<file path="src/rtl/core/clts_pkg.sv">
// Shared types, byte codes and character classes for the token splitter.
`default_nettype none

package clts_pkg;

    // Depth of the queue between the lexer front and the output back.
    localparam int QDepth = 4;

    // Byte codes that steer the lexer.
    localparam logic [7:0] ChTab        = 8'd9;
    localparam logic [7:0] ChLineFeed   = 8'd10;
    localparam logic [7:0] ChSpace      = 8'd32;
    localparam logic [7:0] ChBang       = 8'd33;
    localparam logic [7:0] ChDquote     = 8'd34;
    localparam logic [7:0] ChPercent    = 8'd37;
    localparam logic [7:0] ChAmp        = 8'd38;
    localparam logic [7:0] ChSquote     = 8'd39;
    localparam logic [7:0] ChStar       = 8'd42;
    localparam logic [7:0] ChPlus       = 8'd43;
    localparam logic [7:0] ChMinus      = 8'd45;
    localparam logic [7:0] ChDot        = 8'd46;
    localparam logic [7:0] ChSlash      = 8'd47;
    localparam logic [7:0] ChDigit0     = 8'd48;
    localparam logic [7:0] ChDigit9     = 8'd57;
    localparam logic [7:0] ChLess       = 8'd60;
    localparam logic [7:0] ChEqual      = 8'd61;
    localparam logic [7:0] ChGreater    = 8'd62;
    localparam logic [7:0] ChUpperA     = 8'd65;
    localparam logic [7:0] ChUpperZ     = 8'd90;
    localparam logic [7:0] ChUnderscore = 8'd95;
    localparam logic [7:0] ChLowerA     = 8'd97;
    localparam logic [7:0] ChLowerZ     = 8'd122;
    localparam logic [7:0] ChBar        = 8'd124;

    // Lexer modes.
    typedef enum logic [2:0] {
        ModeIdle = 3'd0,
        ModeWord = 3'd1,
        ModeOp   = 3'd2,
        ModeDq   = 3'd3,
        ModeSq   = 3'd4
    } lex_mode_t;

    // One result: a token byte and its end flag.
    typedef struct packed {
        logic [7:0] token_byte;
        logic       token_end;
    } slot_t;

    // One queue entry holds the one or two results of an input beat.
    typedef struct packed {
        logic           two;
        slot_t [1:0]    slots;
    } entry_t;

    // Queue status seen by the front and the back.
    typedef struct packed {
        logic full;
        logic empty;
    } q_status_t;

    function automatic logic is_word(input logic [7:0] b);
        return ((b >= ChLowerA) && (b <= ChLowerZ)) ||
               ((b >= ChUpperA) && (b <= ChUpperZ)) ||
               ((b >= ChDigit0) && (b <= ChDigit9)) ||
               (b == ChUnderscore) || (b == ChDot);
    endfunction

    function automatic logic is_sep(input logic [7:0] b);
        return (b == ChTab) || (b == ChLineFeed) || (b == ChSpace);
    endfunction

    // Bytes that may open a two-byte operator.
    function automatic logic is_op_start(input logic [7:0] b);
        return (b == ChEqual) || (b == ChLess) || (b == ChGreater) ||
               (b == ChBang) || (b == ChStar) || (b == ChPlus) ||
               (b == ChMinus) || (b == ChPercent) || (b == ChSlash) ||
               (b == ChAmp) || (b == ChBar);
    endfunction

    // True when the held byte and the new byte form one operator.
    function automatic logic pairs(input logic [7:0] first, input logic [7:0] second);
        logic eq_form;
        logic doubled;
        eq_form = (first != ChAmp) && (first != ChBar) && (second == ChEqual);
        doubled = ((first == ChPlus) || (first == ChMinus) || (first == ChAmp) ||
                   (first == ChBar)) && (second == first);
        return eq_form || doubled;
    endfunction

endpackage

`default_nettype wire

</file>
<file path="src/rtl/core/clts_front.sv">
// Lexer front: accepts text beats, tracks the token state and queues results.
`default_nettype none

module clts_front (
    input  wire logic                aclk,
    input  wire logic                aresetn,
    input  wire logic                s_tvalid,
    output logic                     s_tready,
    input  wire logic [7:0]          s_tdata,   // [7:0] text_byte
    input  wire logic                s_tlast,   // text_end
    input  wire clts_pkg::q_status_t q_status,
    output logic                     q_push,
    output clts_pkg::entry_t         q_wdata
);
    import clts_pkg::*;

    lex_mode_t  mode_reg, mode_next;
    logic [7:0] held_reg, held_next;
    logic       held_valid_reg, held_valid_next;

    logic       fire;
    logic [1:0] cnt;
    slot_t [1:0] res;
    logic       start;
    logic [7:0] b;

    assign s_tready = !q_status.full;
    assign fire     = s_tvalid && s_tready;
    assign b        = s_tdata;

    // Next state and results of one text beat.
    always_comb begin
        mode_next       = mode_reg;
        held_next       = held_reg;
        held_valid_next = held_valid_reg;
        cnt             = 2'd0;
        res             = '0;
        start           = 1'b0;

        if ((mode_reg == ModeWord) && held_valid_reg) begin
            res[0].token_byte = held_reg;
            cnt               = 2'd1;
            if (is_word(b)) begin
                held_next = b;
            end else begin
                res[0].token_end = 1'b1;
                start            = 1'b1;
            end
        end else if ((mode_reg == ModeOp) && held_valid_reg) begin
            res[0].token_byte = held_reg;
            if (pairs(held_reg, b)) begin
                res[1].token_byte = b;
                res[1].token_end  = 1'b1;
                cnt               = 2'd2;
                mode_next         = ModeIdle;
                held_valid_next   = 1'b0;
                held_next         = 8'd0;
            end else begin
                res[0].token_end = 1'b1;
                cnt              = 2'd1;
                start            = 1'b1;
            end
        end else if ((mode_reg == ModeDq) || (mode_reg == ModeSq)) begin
            res[0].token_byte = b;
            cnt               = 2'd1;
            if (b == ((mode_reg == ModeDq) ? ChDquote : ChSquote)) begin
                res[0].token_end = 1'b1;
                mode_next        = ModeIdle;
            end
        end else begin
            start = 1'b1;
        end

        // A byte that opens afresh, also once the held token has ended.
        if (start) begin
            mode_next       = ModeIdle;
            held_valid_next = 1'b0;
            if (is_sep(b)) begin
                mode_next = ModeIdle;
            end else if (is_word(b)) begin
                held_next       = b;
                held_valid_next = 1'b1;
                mode_next       = ModeWord;
            end else if (is_op_start(b)) begin
                held_next       = b;
                held_valid_next = 1'b1;
                mode_next       = ModeOp;
            end else begin
                res[cnt[0]].token_byte = b;
                res[cnt[0]].token_end  = !((b == ChDquote) || (b == ChSquote));
                cnt                    = cnt + 2'd1;
                if (b == ChDquote) begin
                    mode_next = ModeDq;
                end else if (b == ChSquote) begin
                    mode_next = ModeSq;
                end
            end
        end

        // End of text flushes the held byte or closes an open literal.
        if (s_tlast) begin
            if (held_valid_next) begin
                res[cnt[0]].token_byte = held_next;
                res[cnt[0]].token_end  = 1'b1;
                cnt                    = cnt + 2'd1;
            end else if (((mode_next == ModeDq) || (mode_next == ModeSq)) &&
                         (cnt != 2'd0)) begin
                res[cnt[0] ^ 1'b1].token_end = 1'b1;
            end
            mode_next       = ModeIdle;
            held_valid_next = 1'b0;
            held_next       = 8'd0;
        end
    end

    assign q_push        = fire && (cnt != 2'd0);
    assign q_wdata.two   = cnt[1];
    assign q_wdata.slots = res;

    // Lexer state registers.
    always_ff @(posedge aclk) begin
        if (!aresetn) begin
            mode_reg       <= ModeIdle;
            held_reg       <= 8'd0;
            held_valid_reg <= 1'b0;
        end else if (fire) begin
            mode_reg       <= mode_next;
            held_reg       <= held_next;
            held_valid_reg <= held_valid_next;
        end
    end

endmodule

`default_nettype wire

</file>
<file path="src/rtl/core/clts_queue.sv">
// Short queue of result entries between the lexer front and the output back.
`default_nettype none

module clts_queue (
    input  wire logic                aclk,
    input  wire logic                aresetn,
    input  wire logic                push,
    input  wire clts_pkg::entry_t    wdata,
    input  wire logic                pop,
    output clts_pkg::entry_t         rdata,
    output clts_pkg::q_status_t      status
);
    import clts_pkg::*;

    localparam int PtrW = (QDepth > 1) ? $clog2(QDepth) : 1;
    localparam int CntW = $clog2(QDepth + 1);
    localparam logic [PtrW-1:0] PtrLast = PtrW'(QDepth - 1);
    localparam logic [CntW-1:0] CntFull = CntW'(QDepth);

    entry_t          mem_reg [QDepth];
    logic [PtrW-1:0] wr_ptr_reg, wr_ptr_next;
    logic [PtrW-1:0] rd_ptr_reg, rd_ptr_next;
    logic [CntW-1:0] count_reg, count_next;

    assign status.full  = (count_reg == CntFull);
    assign status.empty = (count_reg == '0);
    assign rdata        = mem_reg[rd_ptr_reg];

    // Pointer and fill count updates.
    always_comb begin
        wr_ptr_next = wr_ptr_reg;
        rd_ptr_next = rd_ptr_reg;
        count_next  = count_reg;
        if (push) begin
            wr_ptr_next = (wr_ptr_reg == PtrLast) ? '0 : wr_ptr_reg + 1'b1;
        end
        if (pop) begin
            rd_ptr_next = (rd_ptr_reg == PtrLast) ? '0 : rd_ptr_reg + 1'b1;
        end
        if (push && !pop) begin
            count_next = count_reg + 1'b1;
        end else if (pop && !push) begin
            count_next = count_reg - 1'b1;
        end
    end

    always_ff @(posedge aclk) begin
        if (!aresetn) begin
            wr_ptr_reg <= '0;
            rd_ptr_reg <= '0;
            count_reg  <= '0;
        end else begin
            wr_ptr_reg <= wr_ptr_next;
            rd_ptr_reg <= rd_ptr_next;
            count_reg  <= count_next;
        end
    end

    // Entry storage.
    always_ff @(posedge aclk) begin
        if (push) begin
            mem_reg[wr_ptr_reg] <= wdata;
        end
    end

`ifndef SYNTHESIS
    a_no_push_full: assert property (@(posedge aclk) disable iff (!aresetn)
        !(push && status.full))
        else $error("queue written while full");
    a_no_pop_empty: assert property (@(posedge aclk) disable iff (!aresetn)
        !(pop && status.empty))
        else $error("queue read while empty");
    a_count_bound: assert property (@(posedge aclk) disable iff (!aresetn)
        count_reg <= CntFull)
        else $error("queue fill count beyond depth");
    a_count_step: assert property (@(posedge aclk) disable iff (!aresetn)
        (push && !pop) |=> (count_reg == $past(count_reg) + 1'b1))
        else $error("queue fill count missed a write");
`endif

endmodule

`default_nettype wire

</file>
<file path="src/rtl/core/clts_back.sv">
// Output back: takes queue entries and sends their results one beat at a time.
`default_nettype none

module clts_back (
    input  wire logic                aclk,
    input  wire logic                aresetn,
    input  wire clts_pkg::entry_t    q_rdata,
    input  wire clts_pkg::q_status_t q_status,
    output logic                     q_pop,
    output logic                     m_tvalid,
    input  wire logic                m_tready,
    output logic [7:0]               m_tdata,   // [7:0] token_byte
    output logic                     m_tlast,   // token_end
    output logic                     m_tuser    // run_last
);
    import clts_pkg::*;

    entry_t ent_reg;
    logic   have_reg;
    logic   sel_reg;
    logic   fire;
    logic   done_cur;
    logic   load;
    slot_t  cur;

    assign cur      = ent_reg.slots[sel_reg];
    assign m_tvalid = have_reg;
    assign m_tdata  = cur.token_byte;
    assign m_tlast  = cur.token_end;
    assign m_tuser  = sel_reg || !ent_reg.two;

    assign fire     = m_tvalid && m_tready;
    assign done_cur = fire && m_tuser;
    assign load     = !have_reg || done_cur;
    assign q_pop    = load && !q_status.empty;

    // Entry holding register and result select.
    always_ff @(posedge aclk) begin
        if (!aresetn) begin
            have_reg <= 1'b0;
            sel_reg  <= 1'b0;
        end else if (q_pop) begin
            have_reg <= 1'b1;
            sel_reg  <= 1'b0;
        end else if (done_cur) begin
            have_reg <= 1'b0;
            sel_reg  <= 1'b0;
        end else if (fire) begin
            sel_reg  <= 1'b1;
        end
    end

    always_ff @(posedge aclk) begin
        if (q_pop) begin
            ent_reg <= q_rdata;
        end
    end

`ifndef SYNTHESIS
    a_second_only_pairs: assert property (@(posedge aclk) disable iff (!aresetn)
        (have_reg && sel_reg) |-> ent_reg.two)
        else $error("second result selected in a single-result entry");
    a_first_then_second: assert property (@(posedge aclk) disable iff (!aresetn)
        (fire && ent_reg.two && !sel_reg) |=> (have_reg && sel_reg))
        else $error("second result of a pair was skipped");
    a_stall_holds: assert property (@(posedge aclk) disable iff (!aresetn)
        (m_tvalid && !m_tready) |=> (m_tvalid && $stable(sel_reg)))
        else $error("result select moved during a stall");
`endif

endmodule

`default_nettype wire

</file>
<file path="src/rtl/core/c_like_lexer_token_splitter_unit.sv">
// Top level of the C-style token splitter: lexer front, result queue, output back.
//
//  channel | dir | handshake         | tdata          | tlast      | tuser
//  s_      | in  | s_tvalid/s_tready | [7:0] text     | text_end   | -
//  m_      | out | m_tvalid/m_tready | [7:0] token    | token_end  | run_last
//
// The front takes one text beat per cycle while the four-entry queue has room.
// Each text beat yields zero, one or two token beats; the back sends one token
// beat per cycle while m_tready is high, so a stream of two-result beats is
// limited by the single output port of the back.
// A text beat is registered in the queue and then in the back's entry register.
// Synchronous active-low reset clears the lexer mode, held byte and queue.
// A stalled output fills the queue and then holds s_tready low.
`default_nettype none

module c_like_lexer_token_splitter_unit (
    input  wire logic       aclk,
    input  wire logic       aresetn,
    input  wire logic       s_tvalid,
    output logic            s_tready,
    input  wire logic [7:0] s_tdata,   // [7:0] text_byte
    input  wire logic       s_tlast,   // text_end
    output logic            m_tvalid,
    input  wire logic       m_tready,
    output logic [7:0]      m_tdata,   // [7:0] token_byte
    output logic            m_tlast,   // token_end
    output logic            m_tuser    // run_last
);
    import clts_pkg::*;

    q_status_t q_status;
    logic      q_push;
    logic      q_pop;
    entry_t    q_wdata;
    entry_t    q_rdata;

    clts_front u_front (
        .aclk     (aclk),
        .aresetn  (aresetn),
        .s_tvalid (s_tvalid),
        .s_tready (s_tready),
        .s_tdata  (s_tdata),
        .s_tlast  (s_tlast),
        .q_status (q_status),
        .q_push   (q_push),
        .q_wdata  (q_wdata)
    );

    clts_queue u_queue (
        .aclk    (aclk),
        .aresetn (aresetn),
        .push    (q_push),
        .wdata   (q_wdata),
        .pop     (q_pop),
        .rdata   (q_rdata),
        .status  (q_status)
    );

    clts_back u_back (
        .aclk     (aclk),
        .aresetn  (aresetn),
        .q_rdata  (q_rdata),
        .q_status (q_status),
        .q_pop    (q_pop),
        .m_tvalid (m_tvalid),
        .m_tready (m_tready),
        .m_tdata  (m_tdata),
        .m_tlast  (m_tlast),
        .m_tuser  (m_tuser)
    );

endmodule

`default_nettype wire
</file>
<file path="config.mk">
export PLATFORM = sky130hd
export DESIGN_NAME = c_like_lexer_token_splitter_unit
export DESIGN_NICKNAME = d
export VERILOG_FILES = /design/src/rtl/core/clts_pkg.sv /design/src/rtl/core/clts_front.sv /design/src/rtl/core/clts_queue.sv /design/src/rtl/core/clts_back.sv /design/src/rtl/core/c_like_lexer_token_splitter_unit.sv
export SDC_FILE = /design/constraint.sdc
export NUM_CORES = 1
export LEC_CHECK = 0
export BUFFER_PORTS_ARGS = -buffer_cell sky130_fd_sc_hd__buf_2
export CAP_MARGIN = 40
export CORE_AREA = 2 2 125 127
export CTS_BUF_LIST = sky130_fd_sc_hd__clkbuf_4 sky130_fd_sc_hd__clkbuf_8
export DETAILED_ROUTE_END_ITERATION = 10
export DIE_AREA = 0 0 127 129
export GPL_TIMING_DRIVEN = 0
export PLACE_DENSITY_LB_ADDON = 0.3
export SLEW_MARGIN = 10
export SYNTH_ARGS = -nofsm -noshare
export SYNTH_HDL_FRONTEND = slang
export SYNTH_SLANG_ARGS = --single-unit
</file>
<file path="constraint.sdc">
create_clock -name aclk -period 4.2 [get_ports aclk]
set_input_delay 0 -clock aclk [delete_from_list [all_inputs] [get_ports aclk]]
set_output_delay 0 -clock aclk [all_outputs]
set_load 0.02 [all_outputs]
</file>
After elaboration in Yosys (flattened, before gate mapping)
Memory sizes are Yosys's and may differ from the RTL's. A register that Yosys moved wholly into a read port is not among the register bits.
Cells that the tools add are included.
- add/subtract/negate cells: 6
- equality and inequality tests: 35
- muxes and demuxes: 84
- bitwise operators: 2
- order comparisons: 13
- reduce and logical (&&, ||, !) cells: 57
- operators by type and width (cell ; number):
    == test 8 x 6 -> 1 bit (second input constant) ; 17
    two-way mux 18 bit ; 7
    bitwise mux 18 bit ; 5
    two-way mux 9 bit ; 10
    two-way mux 8 bit ; 9
    demux 9 bit (select 1 bit) ; 5
    two-way mux 3 bit ; 15
    logical OR 1 bit ; 25
    == test 8 x 7 -> 1 bit (second input constant) ; 3
    two-way mux 1 bit ; 22
    two-way mux 2 bit ; 11
    logical AND 1 bit ; 19
    == test 8 x 4 -> 1 bit (second input constant) ; 2
    == test 8 bit ; 2
    >= comparator 8 x 7 -> 1 bit (second input constant) ; 2
    less-or-equal comparator 8 x 7 -> 1 bit (second input constant) ; 2
    == test 3 x 2 -> 1 bit (second input constant) ; 3
    == test 3 bit (second input constant) ; 3
    adder 2 x 1 -> 2 bit (second input constant) ; 4
    >= comparator 8 x 6 -> 1 bit (second input constant) ; 1
    less-or-equal comparator 8 x 6 -> 1 bit (second input constant) ; 1
    < comparator 1 x 2 -> 1 bit (second input constant) ; 4
    inequality test 8 x 6 -> 1 bit (second input constant) ; 1
    inequality test 8 x 7 -> 1 bit (second input constant) ; 1
    other kinds (10) ; 23
- output and inout bits: 12
- RAM bits: 76
- input port bits: 13
- bits in registers: 21
- memories kept: 1
- logic and storage cells: 206
- memory list (name ; depth ; bits a word ; rd ports ; clocked after Yosys merged registers in ; wr ports ; RTL line ; RTL):
    u_queue.mem_reg ; 4 ; 19 ; 1 ; 1 ; 1 ; clts_queue.sv:20 ; entry_t mem_reg [QDepth];

Longest topological paths before layout
Gate-level depths: netlist of run 1.
- word-level depth: 24
- gate-level depth with buffers: 19
- mapped depth without buffers: 17

By module
From an unflattened synthesis of run 1, not the netlist that was laid out.
- cell total of the unflattened synthesis: 428
- area, all modules: 5756.8 sq um
- modules (own cells, without submodules) (module ; sequential area each (sq um) ; cells each ; instances ; area an instance (sq um)):
    clts_queue ; 2462.4 ; 143 ; 1 ; 3243.1
    clts_front ; 240.2 ; 244 ; 1 ; 1724.2
    clts_back ; 610.6 ; 41 ; 1 ; 789.5

Worst setup path before layout of run 1
OpenSTA, ideal clock, no wires.
- path kind: reg-to-reg
- start point: register u_front.held_reg[1]
- end point: register u_queue.count_reg[2]
- setup time: 0.076 ns
- slack: -0.114 ns
- stages on the path, launching flop included: 19
- period minus slack after synthesis: 4.314 ns
- arrival: 4.238 ns
- path buffers: 1
- data required time: 4.124 ns
- cells stage by stage: dfxtp_1 buf_2 or4b_1 a21oi_2 nor2_1 or3_4 a211oi_4 a21oi_1 nor2_2 inv_1 ha_1 nor2_1 a211oi_4 ha_1 inv_1 fa_1 xor2_1 or3_1 a21boi_0
- longest elaborated chain between the ends: 22
- elaborated cells between the ends (all ways): 39
- those cells by class: add/sub (2); eq/ne (7); mux (17); reduce/logical (13)
- ends and longest elaborated chain (element ; RTL line ; RTL):
    start: declaration ; clts_front.sv:18 ; logic [7:0] held_reg, held_next;
    start signal: assignment ; clts_front.sv:128 ; held_reg <= held_next;
    == test 8 x 6 -> 1 bit ; clts_pkg.sv:86 ; doubled = ((first == ChPlus) || (first == ChMinus) || (first == ChAmp) ||
    logical OR 1 bit (3 in series) ; clts_pkg.sv:86 ;
    logical AND 1 bit ; clts_pkg.sv:87 ; (first == ChBar)) && (second == first);
    logical OR 1 bit * ; clts_pkg.sv:88 ; return eq_form || doubled;
    two-way mux 2 bit ; clts_front.sv:51 ; if (pairs(held_reg, b)) begin
    two-way mux 2 bit ; clts_front.sv:49 ; end else if ((mode_reg == ModeOp) && held_valid_reg) begin
    two-way mux 2 bit ; clts_front.sv:40 ; if ((mode_reg == ModeWord) && held_valid_reg) begin
    adder 2 x 1 -> 2 bit ; clts_front.sv:91 ; cnt = cnt + 2'd1;
    (+5 left out) ; n/a ;
    two-way mux 2 bit ; clts_front.sv:102 ; if (held_valid_next) begin
    two-way mux 2 bit * ; clts_front.sv:101 ; if (s_tlast) begin
    nonzero test 2 bit * ; clts_front.sv:116 ; assign q_push = fire && (cnt != 2'd0);
    logical AND 1 bit * ; clts_front.sv:116 ;
    net q_push ; c_like_lexer_token_splitter_unit.sv:32 ; logic q_push;
    zero test 1 bit ; clts_queue.sv:42 ; end else if (pop && !push) begin
    logical AND 1 bit ; clts_queue.sv:42 ;
    nonzero test 2 bit (no line) ; n/a ;
    end signal: assignment ; clts_queue.sv:55 ; count_reg <= count_next;
    end: declaration ; clts_queue.sv:23 ; logic [CntW-1:0] count_reg, count_next;
The timed path passes the listed nets; every way through them passes the cells marked *.
A chain may end at the register's enable or synchronous reset.

Worst setup path in the final report of run 1
- start point: register u_front.held_reg[6]
- end point: register u_queue.count_reg[2]
Same word-level chain as after synthesis.

==> results.sh, run 1 <==
export IMPL_grt_max_degree=17
export IMPL_finalSetupTns_ps=0
export IMPL_antenna_found_initial=0
export IMPL_drive_above_1_share=0.270
export IMPL_met2WireLength_um=5700
export IMPL_synth_area_sq_mm=0.00545
export IMPL_wl_met3_um=425
export IMPL_placedInstanceArea_sq_mm=0.00589
export IMPL_p_leak_nw=2.24
export IMPL_vias=3526
export IMPL_fin_worst_skew_ps=12.5
export IMPL_top_layer="met4"
export IMPL_initial_utilization=0.364
export IMPL_port_buffers=20
export IMPL_cp_cell_sequence="or4b_4 -> a21oi_4 -> nor2_4 -> or3_4 -> a211oi_4 -> a21oi_2 -> nor2_4 -> inv_2 -> ha_4 -> nor2_2 -> a211oi_4 -> ha_2 -> inv_2 -> fa_2 -> xor2_1 -> or3_1 -> a21boi_1"
export IMPL_h_tree_depth=4
export IMPL_cp_data_arrival_time_ps=4440
export IMPL_synthFlopType="edfxtp_1"
export IMPL_fin_area_sq_mm=0.00644
export IMPL_n_antenna_cell=0
export IMPL_min_period_ps=4070
export IMPL_drv_slew=0
export IMPL_largest_register_ffs=76
export IMPL_fillers=1387
export IMPL_dieWidth_um=127
export IMPL_tightestPinTransition_ps=830
export IMPL_core_area_sq_mm=0.0150
export IMPL_syn_num_nets=423
export IMPL_holdCritPathClass="in2reg"
export IMPL_yosysWarnings=0
export IMPL_cp_start_kind="register"
export IMPL_syn_avg_cell_area_sq_um=13.6
export IMPL_dp_cells=616
export IMPL_peakVddDrop_v=0.000212
export IMPL_wl_per_cell_um=17.5
export IMPL_drt_met1_wl_um=5220
export IMPL_cp_slowest_cell="or4b_4"
export IMPL_yosysSeqAreaShare=0.601
export IMPL_first_iter_violations=150
export IMPL_async_flop_share=0
export IMPL_synth_edff_count=95
export IMPL_grt_pass1_vias=3511
export IMPL_numCtsBuffers=17
export IMPL_period_share=0.969
export IMPL_cts_tree="yes"
export IMPL_ys_ff_latch=116
export IMPL_fin_cells=662
export IMPL_clk_latency_ps=440
export IMPL_area_growth_pct=18.3
export IMPL_rows=45
export IMPL_rsz0062_at_grt="true"
export IMPL_max_cap_violations=0
export IMPL_critPathMaxStageDelay_ps=530
export IMPL_syn_inst=402
export IMPL_gp_congestion=0.845
export IMPL_setup_viol=0
export IMPL_clock_sinks=116
export IMPL_drt_wl_total_um=11600
export IMPL_fmax_ghz=0.246
export IMPL_ys_types=62
export IMPL_nets=482
export IMPL_grtUsageTotal=0.150
export IMPL_path_clk_slew_ps=70
export IMPL_finalHoldViolCount=0
export IMPL_status="completed"
export IMPL_crit_path_end_kind="register"
export IMPL_die_y_um=129
export IMPL_clockRootBuffer="clkbuf_8"
export IMPL_vias_per_cell=5.33
export IMPL_relSlewSlack=0.447
export IMPL_postRouteAntennaNets=0
export IMPL_overflow=0
export IMPL_fp_dieArea_sq_mm=0.0164
export IMPL_required_ps=4570
export IMPL_crit_fanout=7
export IMPL_grt_pass1_wl_um=18700
export IMPL_hpwl_um=8150
export IMPL_criticalPathCategory="reg2reg"
export IMPL_ios=25
export IMPL_drc=0
export IMPL_powerDensity_mw_per_mm2=538
export IMPL_r2r_slack_ps=130
export IMPL_drt_pass1_iterations=4
export IMPL_cts_buffer_depth=2
[synthesized netlist by cell type, drive strengths merged (3+ instances only)]
master,instances,area (sq um)
buf,9,51.3
nor3,6,30.0
o21a,3,22.5
clkbuf,11,41.3
and3,3,18.8
a21boi,4,30.0
xor2,11,96.3
nor2,14,55.1
nor4b,3,26.3
a21oi,12,63.8
nand4b,3,26.3
edfxtp,95,2850
mux2i,5,50.1
nor4,3,18.8
a22oi,16,120
o31ai,7,52.6
nand2,44,168
nand2b,7,43.8
o21ai,27,135
nor2b,6,37.5
ha,7,87.6
mux4,19,428
nand4,4,25.0
mux2,9,101
and2,13,86.3
inv,8,30.0
dfxtp,21,420
[repair_timing]
item / 4_1_cts / 5_1_grt
setup buffers: 7 / 5
resized for setup: 5 / 10
endpoints found under the setup margin: 52 / 41
endpoints found under the hold margin: 6 / 0
pin swaps: 5 / 13
hold buffers: 4 / 0
[layout make-up]
type	count	area [sq um]	share of cell area
Sequential cell	116	3280	0.508
Multi-Input combinational cell	258	2120	0.329
Timing Repair Buffer	41	309	0.0480
Clock buffer	19	249	0.0386
Tap cell	188	235	0.0365
Clock inverter	13	134	0.0208
Buffer	19	91.3	0.0142
Inverter	8	30.0	0.00466
[per-layer routing]
metal  GRT usage  up-vias
li1            -     1669
met3      0.0466       21
met2       0.250       87
met4      0.0524        0
met5           0        -
met1       0.186     1749
[power breakdown]
part	internal (mW)	total, mW	switching [mW]
Sequential	1.49	1.55	0.0656
Combinational	0.416	0.923	0.508
Clock	0.536	0.989	0.453
Total	2.44	3.47	1.03
[through the flow]
step	hold slack [ps]	total power, mW	setup WS (ps)	util
3_3_place_gp	340	2.42	-337	0.388
4_1_cts	92.0	3.51	6.61	0.426
3_5_place_dp	365	2.49	-422	0.394
6_report	118	3.47	129	0.430
5_1_grt	154	3.65	-61.2	0.430
2_1_floorplan	191	2.21	5.12	-
[critical path: cells and delay by family (launching register included)]
kind / cells / cell delay, ps
fa+ha+maj: 3 / 850
compound gates: 5 / 970
simple gates: 6 / 1520
flops: 1 / 400
buf+inv: 2 / 120
xor+xnor: 1 / 150
[placed cells by master (no fill, tap or decap), types with 3 or more instances in the layout]
| master | instances |
|---|---|
| nand4_1 | 4 |
| buf_6 | 3 |
| mux4_2 | 19 |
| buf_2 | 24 |
| dfxtp_1 | 18 |
| o21ai_1 | 7 |
| nor2b_1 | 6 |
| nand4b_1 | 3 |
| and2_1 | 10 |
| buf_8 | 5 |
| xor2_1 | 10 |
| dlygate4sd3_1 | 4 |
| nand2b_1 | 7 |
| o21a_1 | 3 |
| a22oi_1 | 16 |
| nor2_1 | 11 |
| nor4_1 | 3 |
| edfxtp_1 | 95 |
| nor4b_1 | 3 |
| inv_1 | 6 |
| o21ai_0 | 20 |
| buf_4 | 11 |
| mux2i_1 | 5 |
| clkinvlp_4 | 4 |
| nand2_1 | 43 |
| o31ai_1 | 7 |
| a21oi_1 | 9 |
| dfxtp_2 | 3 |
| clkbuf_1 | 11 |
| nor3_1 | 5 |
| mux2_2 | 9 |
| and3_1 | 3 |
| clkbuf_8 | 17 |
| ha_1 | 5 |
[cells by family (layout without fill, tap and decap cells)]
group	Yosys count	count (layout)	share of synthesized area
AO/OA/AOI/OAI	85	85	0.112
XOR/XNOR	12	12	0.0193
AND/OR/NAND/NOR	120	120	0.120
buffers and inverters	28	100	0.0225
adder cells (fa/ha/maj)	8	8	0.0197
multiplexers	33	33	0.106
flip-flops	116	116	0.601
[worst paths after layout]
check / from / end / depth (start not counted)
worst max-delay path: u_front.held_reg[6]$_SDFFE_PN0P_ / u_queue.count_reg[2]$_SDFFE_PN0P_ / 17
worst min-delay path: s_tvalid / u_front.held_reg[7]$_SDFFE_PN0P_ / 4
worst min register to register: u_queue.wr_ptr_reg[1]$_SDFFE_PN0P_ / u_queue.wr_ptr_reg[1]$_SDFFE_PN0P_ / 2
worst max register to register: u_front.held_reg[6]$_SDFFE_PN0P_ / u_queue.count_reg[2]$_SDFFE_PN0P_ / 17
Power figures use the tool's default switching activity.
==> run 2: changes to the inputs <==
- SETUP_SLACK_MARGIN: not set -> 0.5
==> run 2 against run 1 <==
Effect of this change: sequential cell count did not move; wire length fell by 1.3%; worst setup slack improved by 100 ps; total power fell by 1.9%; die area did not move; non-clock buffer count rose by 7; global-route usage fell by 0.43 points; via count rose by 0.40%; critical path depth rose by 2; critical path type unchanged; largest power group unchanged; highest routed layer unchanged.
==> results.sh, run 2 (same netlist as run 1, synthesis figures left out) <==
export IMPL_cts_buffer_depth=2
export IMPL_relSlewSlack=0.425
export IMPL_rsz0062_at_grt="true"
export IMPL_core_area_sq_mm=0.0150
export IMPL_wl_per_cell_um=17.1
export IMPL_rr_worst_depth=19
export IMPL_fin_worst_skew_ps=10.6
export IMPL_fillers=1386
export IMPL_h_tree_depth=4
export IMPL_period_share=0.945
export IMPL_gp_congestion=0.866
export IMPL_drc=0
export IMPL_cp_data_arrival_time_ps=4320
export IMPL_antenna_found_initial=0
export IMPL_ios=25
export IMPL_drv_slew=0
export IMPL_grt_max_degree=20
export IMPL_holdCritPathClass="in2reg"
export IMPL_hold_start="aresetn"
export IMPL_criticalPathCategory="reg2reg"
export IMPL_vias_per_cell=5.29
export IMPL_crit_fanout=5
export IMPL_drt_wl_total_um=11400
export IMPL_dieWidth_um=127
export IMPL_nets=489
export IMPL_hpwl_um=7760
export IMPL_path_clk_slew_ps=70
export IMPL_status="completed"
export IMPL_clockRootBuffer="clkbuf_8"
export IMPL_drt_pass1_iterations=4
export IMPL_timing_rr_end="u_queue.count_reg[2]$_SDFFE_PN0P_"
export IMPL_final_common_cell="edfxtp_1"
export IMPL_clock_sinks=116
export IMPL_finalHoldViolCount=0
export IMPL_crit_path_end_kind="register"
export IMPL_cts_tree="yes"
export IMPL_final_cell_mix="95 x edfxtp_1, 43 x nand2_1, 24 x buf_2, 20 x o21ai_0, 19 x mux4_2"
export IMPL_setup_viol=0
export IMPL_initial_utilization=0.364
export IMPL_drive_above_1_share=0.289
export IMPL_min_to="u_front.held_reg[0]$_SDFFE_PN0P_"
export IMPL_grt_pass1_vias=3516
export IMPL_overflow=0
export IMPL_min_period_ps=3970
export IMPL_postRouteAntennaNets=0
export IMPL_crit_start="u_front.held_reg[1]$_SDFFE_PN0P_"
export IMPL_r2r_slack_ps=230
export IMPL_post_route_util=0.434
export IMPL_timing_rr_start="u_front.held_reg[1]$_SDFFE_PN0P_"
export IMPL_area_growth_pct=19.3
export IMPL_cp_cell_sequence="buf_6 -> xor2_1 -> and4_1 -> o211a_1 -> or3_4 -> a211oi_4 -> buf_4 -> nor3_2 -> nor2_4 -> inv_2 -> ha_4 -> nor2_2 -> a211oi_4 -> ha_2 -> inv_2 -> fa_2 -> xor2_1 -> or3_1 -> a21boi_1"
export IMPL_min_path_cells=3
export IMPL_cp_slowest_cell="or3_4"
export IMPL_numCtsBuffers=17
export IMPL_n_antenna_cell=0
export IMPL_cp_start_kind="register"
export IMPL_fp_dieArea_sq_mm=0.0164
export IMPL_rows=45
export IMPL_clk_latency_ps=420
export IMPL_largest_register_ffs=76
export IMPL_grtUsageTotal=0.145
export IMPL_port_buffers=20
export IMPL_vias=3540
export IMPL_die_y_um=129
export IMPL_critPathMaxStageDelay_ps=400
export IMPL_tightestPinTransition_ps=862
export IMPL_first_iter_violations=239
export IMPL_fmax_ghz=0.252
export IMPL_powerDensity_mw_per_mm2=523
export IMPL_max_cap_violations=0
export IMPL_power_mw=3.40
export IMPL_p_leak_nw=2.28
export IMPL_peakVddDrop_v=0.000191
export IMPL_required_ps=4550
export IMPL_grt_pass1_wl_um=18200
-- run 2: cell types whose count changed in the layout (fill, tap and decap cells not counted), sizes merged --
cell | previous run | this run
clkinv | 5 | 8
buf | 45 | 52
bufinv | 2 | 1
inv | 10 | 9
clkbuf | 30 | 29
-- run 2: layer usage --
metal / vias to the layer above / wire length [um] / part of all wire / track usage
met4: 0 / 163 / 0.014 / 0.0511
met1: 1760 / 5150 / 0.45 / 0.181
met5: - / 0 / 0 / 0
met3: 14 / 382 / 0.033 / 0.0370
li1: 1685 / - / - / -
met2: 81 / 5730 / 0.50 / 0.248
-- run 2: what timing repair did --
item / 4_1_cts / 5_1_grt
endpoints found under the setup margin: 87 / 57
hold endpoints to repair: 6 / 0
hold buffers: 4 / 0
resized for setup: 11 / 1
buffers inserted: 21 / 0
pin swaps: 12 / 3
-- run 2: worst max-delay path: cells and delay by family (launching register included) --
kind,cells,cell delay [ps]
AND/OR/NAND/NOR,6,1140
AO/OA/AOI/OAI,4,910
adder cells (fa/ha/maj),3,840
buffers and inverters,4,390
flip-flops,1,320
XOR/XNOR,2,300
-- run 2: layout make-up --
class	count	area [sq um]	share of cell area
flip-flops and latches	116	3280	0.505
multi-input cells	258	2130	0.327
repair buffers	47	374	0.0575
clock buffers	18	241	0.0371
well taps	188	235	0.0362
clock inverters	14	114	0.0175
plain buffers	20	98.8	0.0152
inverters	8	30.0	0.00462
-- run 2: worst max path at each step --
| stage | endpoint |
|---|---|
| after detailed placement | u_queue.count_reg[2]$_SDFFE_PN0P_ |
| after global routing | u_queue.count_reg[2]$_SDFFE_PN0P_ |
| after floorplan | u_queue.count_reg[2]$_SDFFE_PN0P_ |
| final | u_queue.count_reg[2]$_SDFFE_PN0P_ |
| after global placement | u_queue.count_reg[2]$_SDFFE_PN0P_ |
| after CTS | u_queue.count_reg[2]$_SDFFE_PN0P_ |
-- run 2: power by group --
part	switching, mW	internal [mW]
sequential	0.0658	1.49
clock	0.439	0.467
combinational	0.508	0.433
total	1.01	2.39
-- run 2: metrics by stage --
stage | TNS, ps | setup WS, ps | cells | area [sq um] | hold slack [ps]
CTS | 0 | 201 | 669 | 6500 | 94.7
global placement | -227 | -227 | 610 | 5840 | 338
global route | 0 | 101 | 669 | 6500 | 90.1
floorplan | 0 | 77.8 | 402 | 5500 | 191
finish | 0 | 231 | 669 | 6500 | 104
detailed placement | -393 | -327 | 612 | 5870 | 372
==> run 3: changes to the inputs <==
- clock period: 4.2 -> 4.6 ns (I/O delays scaled with it)
==> run 3 against run 2 <==
Effect of this change: core utilization is 0.75 points lower; critical path depth stayed put; sequential power is 8% lower; clock power is 8.8% lower; sequential cell count stayed put; sequential share of layout area is 0.81 points higher; combinational power is 11% lower; total power is 9.3% lower; clock skew is 0.81 ps lower; die area stayed put; worst hold slack better by 40 ps; critical path type unchanged; largest power group unchanged.
==> results.sh, run 3 (same netlist as run 1, synthesis figures left out) <==
export IMPL_relSlewSlack=0.459
export IMPL_overflow=0
export IMPL_finalHoldViolCount=0
export IMPL_clockRootBuffer="clkbuf_8"
export IMPL_cts_buffer_depth=2
export IMPL_grtUsageTotal=0.146
export IMPL_fmax_ghz=0.243
export IMPL_drt_wl_total_um=11100
export IMPL_n_antenna_cell=0
export IMPL_max_cap_violations=0
export IMPL_post_place_ws_ps=127
export IMPL_initial_utilization=0.364
export IMPL_wl_per_cell_um=16.9
export IMPL_setup_ws_ps=477
export IMPL_tightestPinTransition_ps=803
export IMPL_crit_path_end_kind="register"
export IMPL_grt_pass1_vias=3565
export IMPL_hold_ws_ps=144
export IMPL_p_leak_nw=2.20
export IMPL_fp_dieArea_sq_mm=0.0164
export IMPL_status="completed"
export IMPL_clock_sinks=116
export IMPL_cts_tree="yes"
export IMPL_required_ps=4960
export IMPL_multiInputGateArea_sq_mm=0.00211
export IMPL_hpwl_um=8010
export IMPL_powerDensity_mw_per_mm2=482
export IMPL_dieWidth_um=127
export IMPL_rows=45
export IMPL_holdCritPathClass="in2reg"
export IMPL_nets=479
export IMPL_drv_slew=0
export IMPL_die_y_um=129
export IMPL_drt_pass1_iterations=4
export IMPL_numCtsBuffers=17
export IMPL_criticalPathCategory="reg2reg"
export IMPL_first_iter_violations=230
export IMPL_period_share=0.896
export IMPL_path_clk_slew_ps=70
export IMPL_area_growth_pct=17.3
export IMPL_gp_congestion=0.873
export IMPL_peakVddDrop_v=0.000183
export IMPL_port_buffers=20
export IMPL_core_area_sq_mm=0.0150
export IMPL_fillers=1389
export IMPL_drc=0
export IMPL_vias_per_cell=5.25
export IMPL_final_common_cell="edfxtp_1"
export IMPL_power_mw=3.08
export IMPL_ios=25
export IMPL_min_period_ps=4120
export IMPL_fin_worst_skew_ps=9.80
export IMPL_postRouteAntennaNets=0
export IMPL_antenna_found_initial=0
export IMPL_cp_data_arrival_time_ps=4480
export IMPL_grt_pass1_wl_um=18400
export IMPL_finalSetupTns_ps=0
export IMPL_setup_viol=0
export IMPL_crit_fanout=7
export IMPL_largest_register_ffs=76
export IMPL_final_cell_mix="95 x edfxtp_1, 43 x nand2_1, 24 x buf_2, 21 x o21ai_0, 19 x mux4_2"
export IMPL_seqCellArea_sq_mm=0.00328
export IMPL_h_tree_depth=4
export IMPL_drive_above_1_share=0.268
export IMPL_cp_start_kind="register"
export IMPL_grt_max_degree=17
export IMPL_rsz0062_at_grt="true"
export IMPL_clk_latency_ps=420
export IMPL_vias=3461
-- run 3: cell types whose count changed in the layout (fill, tap and decap cells not counted), moves of 4 or more --
cell    before  now
buf_4       18    7
and2_2       0    4
and2_4       6    2
buf_12       4    0
buf_8        1    5
-- run 3: critical path, cell delays in order (launching register included) --
cell	delay, ps
dfxtp_2	320
buf_6	120
or4b_4	470
a21oi_4	180
nor2_2	70
or3_4	350
a211oi_4	310
buf_4	160
a21oi_2	50
nor2_4	180
inv_4	70
ha_4	270
nor2_2	50
a211oi_4	260
ha_2	240
inv_2	40
fa_2	350
xor2_1	150
or3_1	320
a21boi_2	110
-- run 3: path summary, 6_finish.rpt --
kind | start | endpoint | slack (ps) | depth (start not counted)
min | s_tvalid | u_front.held_reg[7]$_SDFFE_PN0P_ | 140 | 4
min reg2reg | u_queue.wr_ptr_reg[1]$_SDFFE_PN0P_ | u_queue.wr_ptr_reg[1]$_SDFFE_PN0P_ | 500 | 2
max | u_front.held_reg[1]$_SDFFE_PN0P_ | u_queue.count_reg[2]$_SDFFE_PN0P_ | 480 | 19
max reg2reg | u_front.held_reg[1]$_SDFFE_PN0P_ | u_queue.count_reg[2]$_SDFFE_PN0P_ | 480 | 19
-- run 3: layout make-up --
class	count	area share
Buffer	20	0.0155
Clock buffer	18	0.0378
Clock inverter	14	0.0178
Inverter	8	0.00509
Multi-Input combinational cell	258	0.330
Sequential cell	116	0.513
Tap cell	188	0.0368
Timing Repair Buffer	37	0.0442
-- run 3: routing by layer --
metal,track usage,part of all wire,vias up
li1,-,-,1663
met1,0.178,0.44,1699
met2,0.251,0.51,89
met3,0.0345,0.040,10
met4,0.0608,0.011,0
met5,0,0,-
-- run 3: where the power goes --
group	leakage (nW)	internal, mW	switching [mW]
Combinational	0.935	0.383	0.457
Clock	0.163	0.425	0.401
Sequential	1.10	1.36	0.0594
-- run 3: timing repair --
item,in CTS,in global routing
pin swaps,4,6
hold buffers,4,0
buffers inserted,6,1
gates resized for setup,2,6
setup endpoints to repair,54,44
hold endpoints to repair,6,0
-- run 3: per-stage QoR --
stage | util | instances | instance area [sq um]
floorplan | - | 402 | 5500
global placement | 0.389 | 610 | 5830
detailed placement | 0.395 | 616 | 5920
CTS | 0.425 | 658 | 6370
global route | 0.427 | 659 | 6390
finish | 0.427 | 659 | 6390
